**src/rtl/core/htd_pkg.sv**
```systemverilog
// Shared types, codes and fixed field widths for the Huffman tree decoder.
// No dependencies; htd_if, htd_ctrl and the top level import this package.
package htd_pkg;

	localparam int SYM_W        = 10;
	localparam int BITS_W       = 32;
	localparam int LEN_W        = 6;
	localparam int MAX_SYMBOLS  = 1024;
	localparam int MAX_CODE_LEN = 32;

	// Clamp limits for load items
	localparam logic [16:0]      SYM_LIM = 17'(MAX_SYMBOLS);
	localparam logic [SYM_W-1:0] SYM_TOP = SYM_W'(MAX_SYMBOLS - 1);
	localparam logic [LEN_W:0]   LEN_LIM = (LEN_W + 1)'(MAX_CODE_LEN);
	localparam logic [LEN_W-1:0] LEN_TOP = LEN_W'(MAX_CODE_LEN);

	// Action codes
	localparam logic [1:0] ACT_CLEAR  = 2'd0;
	localparam logic [1:0] ACT_LOAD   = 2'd1;
	localparam logic [1:0] ACT_DECODE = 2'd2;

	// Result status codes
	localparam logic [1:0] ST_OK      = 2'd0;
	localparam logic [1:0] ST_MISSING = 2'd1;
	localparam logic [1:0] ST_FULL    = 2'd2;

	typedef struct packed {
		logic [1:0]        action;
		logic [BITS_W-1:0] code_bits;
		logic [LEN_W-1:0]  code_len;
		logic [SYM_W-1:0]  load_symbol;
		logic              coded_bit;
	} cmd_item_t;

	typedef struct packed {
		logic [SYM_W-1:0] symbol;
		logic [1:0]       status;
	} res_item_t;

	typedef struct packed {
		logic      valid;
		res_item_t item;
	} emit_t;

	// Path bit at a position; positions past the code word read as 0
	function automatic logic path_bit(logic [BITS_W-1:0] bits, logic [LEN_W-1:0] pos);
		return pos[LEN_W-1] ? 1'b0 : bits[pos[LEN_W-2:0]];
	endfunction

endpackage

```
**src/rtl/core/htd_ctrl.sv**
```systemverilog
// Sequencer for the Huffman tree decoder: tree walk, node allocation and decode steps.
// Depends on htd_pkg; drives the node table RAM ports and the result register.
module htd_ctrl import htd_pkg::*; #(
	parameter int MAX_NODES = 2048
) (
	input  logic                                       clk,
	input  logic                                       arst_n,
	input  logic                                       cmd_take,
	input  cmd_item_t                                  cmd_item,
	output logic                                       idle,
	input  logic                                       res_free,
	output emit_t                                      emit,
	output logic                                       rd_en,
	output logic [$clog2(MAX_NODES)-1:0]               rd_addr,
	input  logic [2*$clog2(MAX_NODES)+SYM_W-1:0]       rd_data,
	output logic                                       wr_en,
	output logic [$clog2(MAX_NODES)-1:0]               wr_addr,
	output logic [2*$clog2(MAX_NODES)+SYM_W-1:0]       wr_data
);

	localparam int NODE_W = $clog2(MAX_NODES);
	localparam int NU_W   = $clog2(MAX_NODES + 1);
	localparam int ENT_W  = 2 * NODE_W + SYM_W;
	localparam int SUM_W  = ((NU_W > LEN_W) ? NU_W : LEN_W) + 1;

	typedef enum logic [4:0] {
		S_IDLE  = 5'b00001,
		S_WALK  = 5'b00010,
		S_NEW   = 5'b00100,
		S_DSTEP = 5'b01000,
		S_DLEAF = 5'b10000
	} state_t;

	state_t              state_q, state_d;
	logic [NODE_W-1:0]   root_l_q, root_l_d, root_r_q, root_r_d;
	logic [NU_W-1:0]     nodes_q, nodes_d;
	logic [NODE_W-1:0]   cur_q, cur_d;
	logic                view_root_q, view_root_d;
	logic [NODE_W-1:0]   node_q, node_d, next_q, next_d;
	logic [LEN_W-1:0]    i_q, i_d, len_q, len_d;
	logic [BITS_W-1:0]   bits_q, bits_d;
	logic [SYM_W-1:0]    sym_q, sym_d;
	logic                dir_q, dir_d;

	logic [NODE_W-1:0]   v_left, v_right, child, nxt, new_idx, next_new;
	logic [SYM_W-1:0]    v_sym;
	logic [LEN_W-1:0]    len_last, need, len_eff;
	logic                wbit, nbit, last, full;
	logic [ENT_W-1:0]    leaf_ent;

	// Entry of the node under inspection: root lives in flops, others in RAM
	assign v_left   = view_root_q ? root_l_q : rd_data[ENT_W-1 -: NODE_W];
	assign v_right  = view_root_q ? root_r_q : rd_data[NODE_W+SYM_W-1 -: NODE_W];
	assign v_sym    = rd_data[SYM_W-1:0];

	assign len_last = len_q - LEN_W'(1);
	assign last     = (i_q == len_last);
	assign wbit     = path_bit(bits_q, len_last - i_q);
	assign nbit     = path_bit(bits_q, len_last - i_q - LEN_W'(1));
	assign child    = wbit ? v_right : v_left;
	assign nxt      = dir_q ? v_right : v_left;
	assign need     = len_q - i_q;
	assign full     = (SUM_W'(nodes_q) + SUM_W'(need)) > SUM_W'(MAX_NODES);
	assign new_idx  = nodes_q[NODE_W-1:0];
	assign next_new = new_idx + NODE_W'(1);
	assign leaf_ent = {{NODE_W{1'b0}}, {NODE_W{1'b0}}, sym_q};
	assign len_eff  = ({1'b0, cmd_item.code_len} > LEN_LIM) ? LEN_TOP : cmd_item.code_len;

	assign idle = (state_q == S_IDLE);

	always_comb begin
		state_d     = state_q;
		root_l_d    = root_l_q;
		root_r_d    = root_r_q;
		nodes_d     = nodes_q;
		cur_d       = cur_q;
		view_root_d = view_root_q;
		node_d      = node_q;
		next_d      = next_q;
		i_d         = i_q;
		len_d       = len_q;
		bits_d      = bits_q;
		sym_d       = sym_q;
		dir_d       = dir_q;
		rd_en       = 1'b0;
		rd_addr     = cur_q;
		wr_en       = 1'b0;
		wr_addr     = node_q;
		wr_data     = leaf_ent;
		emit        = '0;

		unique case (state_q)
			S_IDLE: begin
				if (cmd_take) begin
					unique case (cmd_item.action)
						ACT_CLEAR: begin
							root_l_d = '0;
							root_r_d = '0;
							nodes_d  = NU_W'(1);
							cur_d    = '0;
						end
						ACT_LOAD: begin
							if (len_eff != '0) begin
								bits_d      = cmd_item.code_bits;
								len_d       = len_eff;
								sym_d       = ({7'd0, cmd_item.load_symbol} >= SYM_LIM) ?
									SYM_TOP : cmd_item.load_symbol;
								i_d         = '0;
								node_d      = '0;
								view_root_d = 1'b1;
								state_d     = S_WALK;
							end
						end
						ACT_DECODE: begin
							dir_d       = cmd_item.coded_bit;
							view_root_d = (cur_q == '0);
							rd_en       = (cur_q != '0);
							rd_addr     = cur_q;
							state_d     = S_DSTEP;
						end
						default: ;
					endcase
				end
			end
			S_WALK: begin
				if (child != '0) begin
					if (last) begin
						// Whole path exists: the end node becomes a leaf
						wr_en   = 1'b1;
						wr_addr = child;
						wr_data = leaf_ent;
						state_d = S_IDLE;
					end else begin
						rd_en       = 1'b1;
						rd_addr     = child;
						node_d      = child;
						view_root_d = 1'b0;
						i_d         = i_q + LEN_W'(1);
					end
				end else if (full) begin
					if (res_free) begin
						emit.valid       = 1'b1;
						emit.item.symbol = '0;
						emit.item.status = ST_FULL;
						state_d          = S_IDLE;
					end
				end else begin
					// Link the first new node under the last existing one
					if (view_root_q) begin
						if (wbit) begin
							root_r_d = new_idx;
						end else begin
							root_l_d = new_idx;
						end
					end else begin
						wr_en   = 1'b1;
						wr_addr = node_q;
						wr_data = wbit ? {v_left, new_idx, v_sym} : {new_idx, v_right, v_sym};
					end
					state_d = S_NEW;
				end
			end
			S_NEW: begin
				wr_en   = 1'b1;
				wr_addr = new_idx;
				nodes_d = nodes_q + NU_W'(1);
				i_d     = i_q + LEN_W'(1);
				if (last) begin
					wr_data = leaf_ent;
					state_d = S_IDLE;
				end else begin
					wr_data = nbit ? {{NODE_W{1'b0}}, next_new, {SYM_W{1'b0}}} :
						{next_new, {NODE_W{1'b0}}, {SYM_W{1'b0}}};
				end
			end
			S_DSTEP: begin
				if (nxt == '0) begin
					if (res_free) begin
						emit.valid       = 1'b1;
						emit.item.symbol = '0;
						emit.item.status = ST_MISSING;
						cur_d            = '0;
						state_d          = S_IDLE;
					end
				end else begin
					rd_en       = 1'b1;
					rd_addr     = nxt;
					next_d      = nxt;
					view_root_d = 1'b0;
					state_d     = S_DLEAF;
				end
			end
			S_DLEAF: begin
				if (v_left == '0 && v_right == '0) begin
					if (res_free) begin
						emit.valid       = 1'b1;
						emit.item.symbol = v_sym;
						emit.item.status = ST_OK;
						cur_d            = '0;
						state_d          = S_IDLE;
					end
				end else begin
					cur_d   = next_q;
					state_d = S_IDLE;
				end
			end
			default: begin
				state_d = S_IDLE;
			end
		endcase
	end

	always_ff @(posedge clk or negedge arst_n) begin
		if (!arst_n) begin
			state_q     <= S_IDLE;
			root_l_q    <= '0;
			root_r_q    <= '0;
			nodes_q     <= NU_W'(1);
			cur_q       <= '0;
			view_root_q <= 1'b1;
		end else begin
			state_q     <= state_d;
			root_l_q    <= root_l_d;
			root_r_q    <= root_r_d;
			nodes_q     <= nodes_d;
			cur_q       <= cur_d;
			view_root_q <= view_root_d;
		end
	end

	always_ff @(posedge clk) begin
		node_q <= node_d;
		next_q <= next_d;
		i_q    <= i_d;
		len_q  <= len_d;
		bits_q <= bits_d;
		sym_q  <= sym_d;
		dir_q  <= dir_d;
	end

endmodule

```
**config.mk**
```make
export PLATFORM = sky130hd
export DESIGN_NAME = htd_ctrl
export DESIGN_NICKNAME = d
export VERILOG_FILES = /design/src/rtl/core/htd_pkg.sv /design/src/rtl/core/htd_ctrl.sv
export SDC_FILE = /design/constraint.sdc
export NUM_CORES = 1
export LEC_CHECK = 0
export BUFFER_PORTS_ARGS = -buffer_cell sky130_fd_sc_hd__buf_2
export CORE_MARGIN = 3
export CORE_UTILIZATION = 50
export CTS_CLUSTER_DIAMETER = 150
export DETAILED_ROUTE_END_ITERATION = 16
export GPL_TIMING_DRIVEN = 0
export PLACE_DENSITY = 0.76
export SLEW_MARGIN = 15
export SYNTH_ARGS = -nofsm -noshare
export SYNTH_HDL_FRONTEND = slang
export SYNTH_SLANG_ARGS = --single-unit
```
**constraint.sdc**
```tcl
create_clock -name clk -period 4.1 [get_ports clk]
set_input_delay 0.41 -clock clk [delete_from_list [all_inputs] [get_ports clk]]
set_output_delay 0.41 -clock clk [all_outputs]
set_load 0.1 [all_outputs]
```
Word-level counts from Yosys, hierarchy flattened
Index checks and enable logic that the tools add are counted.
{ "word_totals": {"wordCells": 166, "reg_bits": 128, "input_bits": 87, "output_inout_bits": 70} }
{ "classes": {"n_eq_ne": 23, "addsub": 8, "bitwise_logic": 1, "muxes": 92, "n_lt_le_gt_ge": 4, "reduce_logical": 25} }
{ "op_table": {"columns": ["op", "count"], "rows": [
  ["$mux 11", 27],
  ["$mux 32", 6],
  ["$pmux 11 s2", 5],
  ["$mux 13", 7],
  ["$pmux 32 s2", 1],
  ["$logic_not 11->1", 4],
  ["$mux 5", 8],
  ["$pmux 13 s3", 1],
  ["$mux 6", 6],
  ["$pmux 11 s3", 1],
  ["$pmux 5 s5", 1],
  ["$mux 12", 2],
  ["$pmux 12 s2", 1],
  ["$reduce_bool 11->1", 2],
  ["$reduce_and 7->1", 3],
  ["$ne 2x2->1 const B", 10],
  ["$mux 1", 18],
  ["$pmux 6 s3", 1],
  ["$add 12x6->13", 1],
  ["$gt 13x12->1 const B", 1],
  ["$add 12x1->12 const B", 1],
  ["$lt 5x6->1 const B", 2],
  ["$reduce_and 6->1", 2],
  ["$sub 6x1->6 const B", 2],
  ["other kinds (28)", 40]
]} }

Depth between registers and ports, before layout
Gate-level depths: netlist of the first run.
{ "logic_depth": {"word_depth": 10, "mapped_depth": 19, "ltp_nobuf": 18} }

Least setup slack after synthesis of the first run
No wires, ideal clock.
{ "synth_timing": {"path_kind": "reg-to-output", "start": "register len_q[1]", "end": "output port wr_data[13]", "path_slack_ns": -1.130, "arrival_ns": 4.820, "path_stages_with_launch": 14, "path_buffers": 3, "required_time_ns": 3.690, "cell_sequence": "edfxtp_1 > inv_1 > ha_1 > fa_1 > clkbuf_1 > mux4_2 > mux2_2 > o31ai_2 > o31ai_4 > nand2_2 > nand4_2 > buf_2 > buf_2 > o22ai_1"} }
{ "synth_between": {"elab_chain_cells": 10, "word_cells_on_any_way": 22, "cone_classes": "add/sub (5); order compare (1); eq/ne (1); mux (14); reduce/logical (1)"} }
{ "synth_lines": {"columns": ["item", "line", "text"], "rows": [
  ["start, declared", "htd_ctrl.sv:40", "logic [LEN_W-1:0] i_q, i_d, len_q, len_d;"],
  ["start signal, assigned", "htd_ctrl.sv:235", "len_q <= len_d;"],
  ["branches (longest 9 deep; another with $sub 6x1->6)", null, null],
  ["$pmux 32 s2 (*)", "htd_ctrl.sv:92", "unique case (state_q)"],
  ["end, declared", "htd_ctrl.sv:18", "output logic [2*$clog2(MAX_NODES)+SYM_W-1:0] wr_data"]
]} }
Mark *: on every way between the ends. The select of a mux whose other input is x is not followed.

Worst setup path after layout of the first run
{ "layout_timing": {"start": "register len_q[0]", "end": "output port rd_addr[7]"} }
{ "layout_between": {"elab_chain_cells": 9, "word_cells_on_any_way": 11, "cone_classes": "add/sub (2); eq/ne (1); mux (7); reduce/logical (1)"} }
{ "layout_lines": {"columns": ["item", "line", "text"], "rows": [
  ["$sub 6x1->6 (*)", "htd_ctrl.sv:56", "assign len_last = len_q - LEN_W'(1);"],
  ["$sub 6x6->6", "htd_ctrl.sv:58", "assign wbit = path_bit(bits_q, len_last - i_q);"],
  ["$bmux 1 s5", "htd_pkg.sv:47", "return pos[LEN_W-1] ? 1'b0 : bits[pos[LEN_W-2:0]];"],
  ["$mux 1 (implied by the code)", "htd_pkg.sv:47", null],
  ["$mux 1", "htd_pkg.sv:47", null],
  ["$mux 11", "htd_ctrl.sv:60", "assign child = wbit ? v_right : v_left;"],
  ["$reduce_bool 11->1 or $mux 11 (tied branches)", "htd_ctrl.sv:126, htd_ctrl.sv:127", null],
  ["$mux 11 (*)", "htd_ctrl.sv:126", "if (child != '0) begin"],
  ["$pmux 11 s2 (*)", "htd_ctrl.sv:92", null],
  ["end, declared", "htd_ctrl.sv:14", "output logic [$clog2(MAX_NODES)-1:0] rd_addr,"]
]} }
Mark *: on every way between the ends. The rest lies on a longest branch, timed or not. The select of a mux whose other input is x is not followed.

==> metrics.cfg, run 1 <==
[synthesis]
yosysTopAreaCellShare_pct = 27.5
synth_compound_gate_area_share_pct = 15.0
synth_seq_area_share_pct = 42.7
syn-num-nets = 820
post-synth-top-count-cell = sky130_fd_sc_hd__edfxtp_1
post_synth_and_or_nand_nor_area_fraction_pct = 15.1
async_reset_ff_share_pct = 39.8
syn-mean-instance-area_sq_um = 11.9
synth-xor-area-share_pct = 3.63
post_synth_edffs = 77
synthFlopType = sky130_fd_sc_hd__edfxtp_1
largest_family_of_logic_cells_by_synthesized_area = multiplexers
synth_top_cells_by_count = sky130_fd_sc_hd__edfxtp_1, sky130_fd_sc_hd__dfrtp_1, sky130_fd_sc_hd__nor2_1, sky130_fd_sc_hd__and2_1, sky130_fd_sc_hd__mux4_2
biggest_area_consumer_among_synthesized_cells = sky130_fd_sc_hd__edfxtp_1
mappedNetlistArea_sq_um = 8420
netlist_instances = 710
synth_warn = 0
post_synth_num_cell_types = 85
yosys_register_bits = 128
yosys-mux-area-fraction_pct = 15.3
synth_area_leaders = sky130_fd_sc_hd__edfxtp_1, sky130_fd_sc_hd__dfrtp_1, sky130_fd_sc_hd__mux4_2, sky130_fd_sc_hd__a22o_1, sky130_fd_sc_hd__mux2i_1
yosys.area_share.adder_pct = 3.68

[timing]
unrepaired_setup_endpoints_after_global_routing = yes
layout_setup_ws_ps = -790
finalSetupViolations = 80
setup_total_negative_slack_ps = -44440
worst_clock_skew_ps = 13.3
worst_slew_pin_tran_ps = 992
slew_headroom_pct = 33.5
timing_hold_violations_final = 0
finalCriticalPeriod_ps = 4890
maxClockFrequency_mhz = 204
timing.final.max_slew_violations = 0
min_period_over_period_pct = 119

[cells_and_area]
antenna_diode_instance_count = 0
design.final.nets = 1072
ratio_of_cells_with_drive_above_1_in_the_final_layout_pct = 51.0
fillCellCount = 836
design_area_sq_um = 12800
area.growth.synth_to_final_pct = 51.9

[critical_path]
cp_slowest_cell = sky130_fd_sc_hd__fa_2
cpMostUsedCell = sky130_fd_sc_hd__buf_6
max_stage_delay_ps = 600
reg2reg_setup_slack_ps = -260
timing.critical_path.required_ps = 3690
timing.critical_path.to_type = output port
timing.critical_path.cells = inv_2 > buf_6 > ha_4 > fa_2 > buf_8 > mux4_2 > mux2_4 > o31ai_4 > or4_4 > a31oi_4 > or3_4 > buf_6 > a221o_4 > buf_12
r2r_cells = 16
cp_data_arrival_time_ps = 4480
crit_fanout = 8
worst_setup_path_start_kind = flip-flop
worstSetupPathType = reg2out

[clocking]
clock-sinks = 128
cts_bufs_inserted = 17
cts_max_level = 4
post_cts_hold_buffer_count = 0
tritoncts = done
cts-root-to-sink-buffers = 2
clock_tree.root_cell = sky130_fd_sc_hd__clkbuf_16
clkTransAtPathRegs_ps = 60
insertion_delay_ps = 450

[grt]
via_count_of_the_first_global_routing_pass = 8121
globalRouteMet1Util_pct = 37.4
grt_overflow = 0
overall_global_routing_resource_usage_pct = 33.5
grt_max_degree = 52
met2_usage_pct = 57.0
grt_first_pass_wirelength_mm = 46.7
antenna_violations_before_repair = 0
grt.met3_usage_pct = 9.66
grt-busiest-layer = met2

[floorplan]
rows = 46
die-area_sq_um = 18400
number_of_top_level_pins = 157
effective_utilization_at_floorplan_pct = 52.1
chipWidth_um = 136
die_y_extent_um = 136
core_sq_um = 16200

[drt]
route.detailed.wl_per_inst_um = 26.5
route.detailed.vias_per_inst = 6.69
firstDrtPassIters = 5
drt-total-wl_mm = 31.6
route.detailed.drc = 0
route.vias.total = 7968
initialDrtViolationCount = 945
antenna_violating_nets_left = 0

[placement]
total_placed_instance_area_sq_um = 10200
place.port_buffers = 156
gp_routability_congestion = 0.960
detailedPlace.worstSlack_ps = -732
placed_wire_length_estimate_after_detailed_placement_mm = 19.3

[power]
share_of_total_power_consumed_by_net_switching_pct = 44.4
cell_leakage_power_uw = 0.00508
cell_internal_pwr_uw = 4230
share_seq_of_total_power_pct = 20.9
net-switching-power_uw = 3380
vdd.ir_drop.worst_v = 0.000425
comb_power_share_pct = 59.8
pwr-share-clk_pct = 19.4
p_per_area_nw_per_um2 = 595
report.power.total_uw = 7610

[min_path]
holdCritPathClass = in2async

[run_status]
failing_checks = negative setup slack
run_status = complete, but fails checks

[run]
timing.max_cap.violations = 0

-- state kept, by name, indices dropped and copies added, names as in the netlist, 10 cells and up --
register and flops:
root_r_q 11, bits_q 32, cur_q 11, sym_q 10
node_q 11, nodes_q 12, root_l_q 11, next_q 11
-- what timing repair did --
| action | in CTS | in global routing |
|---|---|---|
| setup endpoints to repair | 91 | 106 |
| pin swaps | 36 | 26 |
| buffers inserted | 54 | 20 |
| resized for setup | 298 | 61 |
| cloned | 8 | 1 |
-- power by group through the flow --
| stage | combinational, uW | sequential [uW] | clock, uW |
|---|---|---|---|
| 2_1_floorplan | 2630 | 1580 | 0 |
| 3_3_place_gp | 3180 | 1600 | 0 |
| 3_5_place_dp | 3260 | 1610 | 0 |
| 4_1_cts | 4060 | 1580 | 1470 |
| 5_1_grt | 4700 | 1600 | 1540 |
| 6_report | 4550 | 1590 | 1470 |
-- routing by layer --
| metal | wire (um) | up-vias |
|---|---|---|
| met5 | 0 | - |
| met4 | 2150 | 0 |
| met3 | 2890 | 180 |
| met2 | 16100 | 620 |
| met1 | 10400 | 3882 |
| li1 | - | 3286 |
-- layout make-up --
type | instances | area [sq um] | share of cell area, %
clock inverters | 15 | 138 | 1.08
inverters | 15 | 63.8 | 0.499
well taps | 216 | 270 | 2.11
multi-input cells | 523 | 5530 | 43.2
clock buffers | 17 | 425 | 3.33
repair buffers | 232 | 2290 | 17.9
plain buffers | 45 | 482 | 3.77
flip-flops and latches | 128 | 3590 | 28.1
-- cell families after synthesis --
family,count (synthesis)
flip-flops,128
multiplexers,79
AND/OR/NAND/NOR,229
XOR/XNOR,31
adder cells (fa/ha/maj),23
buffers and inverters,60
AO/OA/AOI/OAI,160
-- stage by stage --
step	cells	hold WS, ps	utilization [%]
3_3_place_gp	1082	451	62.7
2_1_floorplan	710	114	-
5_1_grt	1191	55.3	79.1
6_report	1191	17.8	79.1
3_5_place_dp	1084	469	62.9
4_1_cts	1178	130	77.0
-- critical path: cells and delay by family (launching register included) --
kind                     cells  cell delay [ps]
flip-flops                   1              430
multiplexers                 2              590
adder cells (fa/ha/maj)      2              810
AND/OR/NAND/NOR              2              680
AO/OA/AOI/OAI                3              800
buffers and inverters        5              700
-- cell usage in the layout (no fill, tap or decap), types with 8 or more instances in the layout --
cell and count:
sky130_fd_sc_hd__inv_1 11, sky130_fd_sc_hd__a21o_1 10, sky130_fd_sc_hd__clkbuf_1 13, sky130_fd_sc_hd__nor2_1 38
sky130_fd_sc_hd__dfrtp_1 48, sky130_fd_sc_hd__nor2b_1 20, sky130_fd_sc_hd__mux2i_1 15, sky130_fd_sc_hd__buf_2 99
sky130_fd_sc_hd__clkbuf_8 12, sky130_fd_sc_hd__mux4_2 37, sky130_fd_sc_hd__buf_12 54, sky130_fd_sc_hd__inv_6 10
sky130_fd_sc_hd__clkbuf_16 18, sky130_fd_sc_hd__mux2i_2 8, sky130_fd_sc_hd__buf_4 52, sky130_fd_sc_hd__a22o_1 34
sky130_fd_sc_hd__buf_6 33, sky130_fd_sc_hd__xnor2_1 12, sky130_fd_sc_hd__nand2_1 31, sky130_fd_sc_hd__nand3_1 15
sky130_fd_sc_hd__a221o_4 16, sky130_fd_sc_hd__nor3_1 9, sky130_fd_sc_hd__mux2_2 11, sky130_fd_sc_hd__ha_1 10
sky130_fd_sc_hd__and2_1 37, sky130_fd_sc_hd__nor4_1 11, sky130_fd_sc_hd__a21oi_1 9, sky130_fd_sc_hd__xor2_1 12
sky130_fd_sc_hd__o22ai_4 22, sky130_fd_sc_hd__and3_1 12, sky130_fd_sc_hd__o21ai_0 15, sky130_fd_sc_hd__edfxtp_1 77
-- final timing paths --
| path | start | endpoint |
|---|---|---|
| max | len_q[0]$_DFFE_PP_ | rd_addr[7] |
| min | arst_n | root_l_q[6]$_DFFE_PN0P_ |
| max reg2reg | len_q[0]$_DFFE_PP_ | root_l_q[3]$_DFFE_PN0P_ |
| min reg2reg | next_q[1]$_DFFE_PP_ | cur_q[1]$_DFFE_PN0P_ |
| max in group asynchronous | arst_n | cur_q[6]$_DFFE_PN0P_ |
| min in group clk | cmd_item[40] | bits_q[23]$_DFFE_PP_ |
Note: power is estimated with default switching activity, not from simulation.
==> run 2: changes to the inputs <==
--- a/config.mk
+++ b/config.mk
@@ -7,11 +7,10 @@
 export LEC_CHECK = 0
 export BUFFER_PORTS_ARGS = -buffer_cell sky130_fd_sc_hd__buf_2
 export CORE_MARGIN = 3
-export CORE_UTILIZATION = 50
+export CORE_UTILIZATION = 51
 export CTS_CLUSTER_DIAMETER = 150
 export DETAILED_ROUTE_END_ITERATION = 16
-export GPL_TIMING_DRIVEN = 0
-export PLACE_DENSITY = 0.76
+export PLACE_DENSITY = 0.77
 export SLEW_MARGIN = 15
 export SYNTH_ARGS = -nofsm -noshare
 export SYNTH_HDL_FRONTEND = slang
==> run 2 against run 1 <==
  * The run still ends with negative setup slack left
  * Utilization decreased by 1.3 points
  * First-iteration DRC count grew 5.7%
  * Sequential power hardly changed
  * Sequential share of layout area increased by 0.79 points
  * Clock power barely moved
  * Critical path type unchanged
  * Total power shrank 2.8%
  * Count of clock-buffer cells in the layout stayed put
  * Non-clock buffer count fell by 22
  * Via count shrank 4.5%
  * Highest routed layer unchanged
  * Wire length decreased by 9.3%
  * Clock skew is 5.3 ps lower
==> metrics.cfg, run 2 (same netlist as run 1, synthesis figures left out) <==
[critical_path]
timing.critical_path.to_type = output port
worst_setup_path_start_kind = flip-flop
worstReg2RegEnd = root_l_q[10]$_DFFE_PN0P_
r2r_cells = 18  ; +2
r2r-start = len_q[0]$_DFFE_PP_
worstSetupPathType = reg2out
crit_fanout = 3  ; -5
cp_data_arrival_time_ps = 4380  ; -100 ps
timing.critical_path.required_ps = 3690  ; about the same
reg2reg_setup_slack_ps = -130  ; +130 ps

[drt]
initialDrtViolationCount = 999  ; +5.7%
route.vias.total = 7613  ; -4.5%
drt-total-wl_mm = 28.6  ; -9.3%
route.detailed.drc = 0  ; unchanged
firstDrtPassIters = 6  ; +1
route.detailed.vias_per_inst = 6.52  ; -2.6%
antenna_violating_nets_left = 0  ; unchanged
route.detailed.wl_per_inst_um = 24.5  ; -7.5%

[grt]
grt_overflow = 0  ; unchanged
overall_global_routing_resource_usage_pct = 30.2  ; -3.3 points
grt_first_pass_wirelength_mm = 42.5  ; -8.9%
via_count_of_the_first_global_routing_pass = 7779  ; -4.2%
grt_max_degree = 52  ; unchanged
antenna_violations_before_repair = 0  ; unchanged

[cells_and_area]
design.final.nets = 1049  ; -2.1%
antenna_diode_instance_count = 0  ; unchanged
most-common-layout-cells = sky130_fd_sc_hd__buf_2, sky130_fd_sc_hd__edfxtp_1, sky130_fd_sc_hd__buf_4
layout_top_registers = bits_q (32), nodes_q (12)
layout_commonest_cell = sky130_fd_sc_hd__buf_2
ratio_of_cells_with_drive_above_1_in_the_final_layout_pct = 48.6  ; -2.3 points
register_with_the_most_flip_flops = bits_q
final_core_area_utilization_pct = 77.8  ; -1.3 points
area.growth.synth_to_final_pct = 47.7
flip_flop_count_of_the_largest_register_after_layout = 32  ; unchanged

[placement]
gp_routability_congestion = 0.966  ; +0.67%
place.port_buffers = 156  ; unchanged
detailedPlace.worstSlack_ps = -317  ; +415 ps
placed_wire_length_estimate_after_detailed_placement_mm = 19.8  ; +2.6%

[power]
cell_internal_pwr_uw = 4210  ; -0.47%
vdd.ir_drop.worst_v = 0.000429  ; +1.0%
pwr-share-clk_pct = 20.2  ; +0.8 points
cell_leakage_power_uw = 0.00499  ; -1.9%
p_per_area_nw_per_um2 = 595  ; about the same
net-switching-power_uw = 3190  ; -5.7%
comb_power_share_pct = 57.9  ; -1.9 points
share_of_total_power_consumed_by_net_switching_pct = 43.1  ; -1.3 points
share_seq_of_total_power_pct = 22.0  ; +1.1 points

[clocking]
insertion_delay_ps = 430  ; -20 ps
cts_max_level = 4  ; unchanged
clock-sinks = 128  ; unchanged
cts-root-to-sink-buffers = 2  ; unchanged
cts_bufs_inserted = 17  ; unchanged
post_cts_hold_buffer_count = 0  ; unchanged
clock_tree.root_cell = sky130_fd_sc_hd__clkbuf_16
clkTransAtPathRegs_ps = 60  ; about the same
tritoncts = done

[timing]
maxClockFrequency_mhz = 209  ; +2.0%
unrepaired_setup_endpoints_after_global_routing = yes
worst_clock_skew_ps = 8.05  ; -5.28 ps
setup_total_negative_slack_ps = -37480  ; +6960 ps
finalCriticalPeriod_ps = 4790  ; -96.6 ps
timing_hold_violations_final = 0  ; unchanged
layout_setup_ws_ps = -694  ; +96.6 ps
slew_headroom_pct = 26.8  ; -6.7 points
timing.final.max_slew_violations = 0  ; unchanged
min_period_over_period_pct = 117  ; -2.4 points
worst_slew_pin_tran_ps = 1100  ; +106 ps
finalSetupViolations = 80  ; unchanged

[floorplan]
core_sq_um = 16000  ; -1.1%
die_y_extent_um = 134  ; -0.94%
die-area_sq_um = 18100  ; -1.9%
rows = 46  ; unchanged
number_of_top_level_pins = 157  ; unchanged
effective_utilization_at_floorplan_pct = 52.6  ; +0.56 points
chipWidth_um = 134  ; -0.94%

[run_status]
failing_checks = negative setup slack
run_status = complete, but fails checks

[run]
timing.max_cap.violations = 0  ; unchanged

[min_path]
holdCritPathClass = in2async

==> run 2: worst max-delay path, stage by stage, from the launching register on <==
cell and delay, ps:
sky130_fd_sc_hd__edfxtp_1 420, sky130_fd_sc_hd__inv_2 100, sky130_fd_sc_hd__ha_4 130, sky130_fd_sc_hd__inv_2 50, sky130_fd_sc_hd__fa_2 390, sky130_fd_sc_hd__a21o_1 180, sky130_fd_sc_hd__a21oi_2 150, sky130_fd_sc_hd__xnor2_1 150
sky130_fd_sc_hd__ha_2 320, sky130_fd_sc_hd__buf_4 150, sky130_fd_sc_hd__o21ai_1 80, sky130_fd_sc_hd__mux2i_1 100, sky130_fd_sc_hd__nand4_1 180, sky130_fd_sc_hd__a221oi_2 60, sky130_fd_sc_hd__a2111o_1 470, sky130_fd_sc_hd__buf_4 170
sky130_fd_sc_hd__a211oi_4 320, sky130_fd_sc_hd__buf_4 180, sky130_fd_sc_hd__nor2b_4 160, sky130_fd_sc_hd__buf_12 180
==> run 2: timing repair <==
item,in CTS,in global routing
setup buffers,11,11
endpoints found under the setup margin,80,100
cloned,0,3
resized for setup,45,40
pin swaps,17,27
==> run 2: final cells by class <==
cell class / instances / area, sq um
repair buffers: 255 / 2620
fillers: 922 / 3560
clock inverters: 15 / 146
flip-flops and latches: 128 / 3590
inverters: 15 / 56.3
clock buffers: 17 / 425
multi-input cells: 522 / 5330
well taps: 216 / 270
==> run 2: stage by stage <==
stage                     cell area (sq um)  hold WS, ps  instances  total power (uW)
after floorplan                        9090          114        710              4220
after CTS                             12100          136       1154              7010
after detailed placement              11200          459       1111              5360
after global placement                11200          452       1111              5260
after global routing                  12400          141       1168              7640
final                                 12400          110       1168              7400
==> run 2: how the worst max path moves through the flow <==
stage / startpoint / to / cells after the start
after floorplan: len_q[1]$_DFFE_PP_ / wr_addr[8] / 14
after global placement: len_q[0]$_DFFE_PP_ / wr_addr[9] / 13
after detailed placement: len_q[0]$_DFFE_PP_ / wr_data[10] / 17
after CTS: len_q[0]$_DFFE_PP_ / rd_addr[1] / 15
after global routing: len_q[1]$_DFFE_PP_ / wr_data[1] / 19
final: len_q[0]$_DFFE_PP_ / emit[1] / 19
==> run 2: metal layers <==
layer / track usage, % / vias to the layer above / routed length, um
met5: 0 / - / 0
li1: - / 3228 / -
met3: 4.47 / 130 / 2030
met1: 36.1 / 3772 / 10400
met2: 53.9 / 483 / 14800
met4: 14.4 / 0 / 1480
==> run 2: power groups by stage <==
stage	Combinational [uW]	Clock [uW]	Sequential (uW)
floorplan	2630	0	1580
global placement	3620	0	1630
detailed placement	3720	0	1640
CTS	3890	1500	1620
global route	4460	1550	1640
finish	4280	1490	1620
==> run 3: changes to the inputs <==
--- a/config.mk
+++ b/config.mk
@@ -5,9 +5,10 @@
 export SDC_FILE = /design/constraint.sdc
 export NUM_CORES = 1
 export LEC_CHECK = 0
+export ABC_AREA = 1
 export BUFFER_PORTS_ARGS = -buffer_cell sky130_fd_sc_hd__buf_2
 export CORE_MARGIN = 3
-export CORE_UTILIZATION = 51
+export CORE_UTILIZATION = 52
 export CTS_CLUSTER_DIAMETER = 150
 export DETAILED_ROUTE_END_ITERATION = 16
 export PLACE_DENSITY = 0.77
==> run 3 against run 2 <==
  * The flow still finishes with violations (negative setup slack)
  * Highest routed layer unchanged
  * Clock skew is 2.7 ps higher
  * Global-route usage is 3.0 points higher
  * Fmax is 2.8% higher
  * Largest cell class unchanged
  * Die area is 11% higher
  * Non-clock buffer count is 3 lower
  * Final cell count is 54% higher
  * Combinational power is 120% higher
  * Total power is 74% higher
  * Critical endpoint is now wr_data[5]
  * Critical path type unchanged
==> metrics.cfg, run 3 <==
[grt]
grt_max_degree = 52  ; unchanged
antenna_violations_before_repair = 0  ; unchanged
grt_first_pass_wirelength_mm = 53.0  ; +25%
via_count_of_the_first_global_routing_pass = 10100  ; +30%
grt_overflow = 0  ; unchanged
overall_global_routing_resource_usage_pct = 33.3  ; +3.0 points

[critical_path]
reg2reg_setup_slack_ps = 140  ; +270 ps
worstSetupPathType = reg2out
worstReg2RegEnd = node_q[9]$_SDFFCE_PN0P_
r2r-start = len_q[0]$_DFFE_PP_
crit_fanout = 5  ; +2
timing.critical_path.to_type = output port
r2r_cells = 25  ; +7
worst_setup_path_start_kind = flip-flop
crit_path_start = i_q[0]$_SDFFCE_PN0P_
cp_data_arrival_time_ps = 4250  ; -130 ps
timing.critical_path.required_ps = 3690  ; about the same

[synthesis]
synth_area_leaders = sky130_fd_sc_hd__edfxtp_1, sky130_fd_sc_hd__nand2_1, sky130_fd_sc_hd__dfrtp_1, sky130_fd_sc_hd__nand3_1, sky130_fd_sc_hd__inv_1
yosysTopAreaCellShare_pct = 24.0  ; -3.4 points
synthFlopType = sky130_fd_sc_hd__edfxtp_1
synth_top_cells_by_count = sky130_fd_sc_hd__nand2_1, sky130_fd_sc_hd__nand3_1, sky130_fd_sc_hd__inv_1, sky130_fd_sc_hd__nor2_1, sky130_fd_sc_hd__edfxtp_1
async_reset_ff_share_pct = 39.8  ; unchanged
syn-num-nets = 1467  ; +79%
post-synth-top-count-cell = sky130_fd_sc_hd__nand2_1
syn-mean-instance-area_sq_um = 7.08  ; -40%
yosys_register_bits = 128  ; unchanged
netlist_instances = 1357  ; +91%
post_synth_num_cell_types = 52  ; -39%
synth_seq_area_share_pct = 37.4  ; -5.3 points
synth_warn = 0  ; unchanged
mappedNetlistArea_sq_um = 9610  ; +14%
biggest_area_consumer_among_synthesized_cells = sky130_fd_sc_hd__edfxtp_1
post_synth_edffs = 77  ; unchanged

[timing]
timing_hold_violations_final = 0  ; unchanged
slew_headroom_pct = 18.9  ; -7.9 points
min_period_over_period_pct = 114  ; -3.2 points
maxClockFrequency_mhz = 214  ; +2.8%
timing.final.max_slew_violations = 0  ; unchanged
worst_clock_skew_ps = 10.8  ; +2.74 ps
worst_slew_pin_tran_ps = 1200  ; +106 ps
finalSetupViolations = 58  ; -28%
unrepaired_setup_endpoints_after_global_routing = yes
layout_setup_ws_ps = -562  ; +131 ps
finalCriticalPeriod_ps = 4660  ; -131 ps

[cells_and_area]
fillCellCount = 1321  ; +43%
register_with_the_most_flip_flops = bits_q
layout_top_registers = bits_q (32), nodes_q (12)
final_core_area_utilization_pct = 75.2  ; -2.6 points
flip_flop_count_of_the_largest_register_after_layout = 32  ; unchanged
seq_area_sq_um = 3590  ; unchanged
instances_no_fill = 1800  ; +54%
most-common-layout-cells = sky130_fd_sc_hd__nand2_1, sky130_fd_sc_hd__inv_1, sky130_fd_sc_hd__nand3_1
antenna_diode_instance_count = 0  ; unchanged
design.final.nets = 1668  ; +59%
combined_area_of_the_multi_input_logic_cells_sq_um = 5830  ; +9.3%
layout_commonest_cell = sky130_fd_sc_hd__nand2_1
ratio_of_cells_with_drive_above_1_in_the_final_layout_pct = 29.9  ; -19 points
area.growth.synth_to_final_pct = 41.4

[drt]
antenna_violating_nets_left = 0  ; unchanged
drt-total-wl_mm = 35.6  ; +24%
route.detailed.vias_per_inst = 6.02  ; -7.6%
route.detailed.wl_per_inst_um = 19.8  ; -19%
route.vias.total = 10800  ; +42%
route.detailed.drc = 0  ; unchanged
firstDrtPassIters = 7  ; +1
initialDrtViolationCount = 1491  ; +49%

[floorplan]
die_y_extent_um = 142  ; +5.6%
chipWidth_um = 142  ; +5.6%
number_of_top_level_pins = 157  ; unchanged
rows = 49  ; +6.5%
effective_utilization_at_floorplan_pct = 53.2  ; +0.53 points
die-area_sq_um = 20200  ; +11%
core_sq_um = 18100  ; +13%

[power]
p_per_area_nw_per_um2 = 950  ; +60%
cell_leakage_power_uw = 0.00627  ; +26%
vdd.ir_drop.worst_v = 0.000665  ; +55%
report.power.total_uw = 12900  ; +74%

[clocking]
cts-root-to-sink-buffers = 2  ; unchanged
cts_bufs_inserted = 17  ; unchanged
cts_max_level = 4  ; unchanged
tritoncts = done
clkTransAtPathRegs_ps = 70  ; about the same
clock-sinks = 128  ; unchanged
insertion_delay_ps = 430  ; about the same
clock_tree.root_cell = sky130_fd_sc_hd__clkbuf_16

[run]
timing.max_cap.violations = 0  ; unchanged

[run_status]
run_status = complete, but fails checks
failing_checks = negative setup slack

[placement]
gp_routability_congestion = 1.06  ; +10%
dpl.cell_count = 1745  ; +57%
placed_wire_length_estimate_after_detailed_placement_mm = 24.9  ; +26%
place.port_buffers = 156  ; unchanged

[min_path]
holdCritPathClass = in2async

-- run 3: power by group --
group          leakage [uW]  total, uW  switching, uW  internal [uW]
registers           0.00139       1830            183           1650
logic               0.00461       9590           6100           3490
clock network      0.000270       1490            686            803
-- run 3: what timing repair did --
item / 4_1_cts / 5_1_grt
gates cloned: 1 / 3
resized for setup: 47 / 78
setup buffers: 9 / 10
setup endpoints to repair: 64 / 107
pin swaps: 9 / 21
hold buffers: 0 / 0
-- run 3: worst max-delay path by stage --
| stage | to | slack [ps] | cells past startpoint |
|---|---|---|---|
| global placement | wr_data[4] | -30 | 25 |
| global route | wr_data[9] | -720 | 26 |
| finish | wr_data[5] | -560 | 23 |
| floorplan | emit[10] | -530 | 12 |
| CTS | wr_data[1] | -370 | 25 |
| detailed placement | wr_data[7] | -170 | 27 |
-- run 3: layout make-up --
type / instances / area share, %
multi-input combinational: 998 / 42.9
inverter: 161 / 4.51
tap: 229 / 2.11
clock inverter: 15 / 1.01
timing repair buffer: 252 / 19.9
sequential: 128 / 26.4
clock buffer: 17 / 3.13
-- run 3: kinds of logic (layout without fill, tap and decap cells) --
family	Yosys count	in the layout	share of synthesized area (%)
AOI/OAI and AO/OA	203	203	12.6
xor gates and xnor gates	18	18	1.80
adders and majority gates	23	23	3.23
buffers and inverters	232	445	10.3
DFF	128	128	37.4
muxes	5	5	0.521
and+or+nand+nor	748	749	34.2
-- run 3: metal layers --
metal | share of wire, % | vias to the layer above | GRT usage [%]
li1 | - | 4955 | -
met1 | 38 | 5000 | 44.1
met2 | 47 | 758 | 53.5
met3 | 11 | 122 | 6.75
met4 | 4.2 | 0 | 13.8
met5 | 0 | - | 0
-- run 3: worst max-delay path, stage by stage (launching register included) --
cell                       delay [ps]
sky130_fd_sc_hd__edfxtp_1         510
sky130_fd_sc_hd__ha_4             190
sky130_fd_sc_hd__inv_2             40
sky130_fd_sc_hd__fa_2             350
sky130_fd_sc_hd__a21oi_2          120
sky130_fd_sc_hd__o21ai_1           70
sky130_fd_sc_hd__xor2_1           140
sky130_fd_sc_hd__ha_1             340
sky130_fd_sc_hd__a21oi_2          240
sky130_fd_sc_hd__nand2_1          110
sky130_fd_sc_hd__o21bai_1         160
sky130_fd_sc_hd__nand2_1           90
sky130_fd_sc_hd__nor2_2           100
sky130_fd_sc_hd__nand3_1          110
sky130_fd_sc_hd__nor2_2           190
sky130_fd_sc_hd__nor2_2            70
sky130_fd_sc_hd__nor2_2           160
sky130_fd_sc_hd__inv_2             90
sky130_fd_sc_hd__nor2_8           180
sky130_fd_sc_hd__buf_8            150
sky130_fd_sc_hd__nand2_1           70
sky130_fd_sc_hd__nand3_2           70
sky130_fd_sc_hd__nand2_2           90
sky130_fd_sc_hd__buf_12           180
-- run 3: metrics by stage --
stage,instance area (sq um),hold slack [ps],setup TNS (ps),worst slack (ps)
6_report,13600,119,-27020,-562
5_1_grt,13600,139,-37580,-723
3_3_place_gp,12300,449,-236,-28.3
3_5_place_dp,12300,451,-3610,-167
2_1_floorplan,9960,114,-8270,-529
4_1_cts,13100,139,-17350,-366
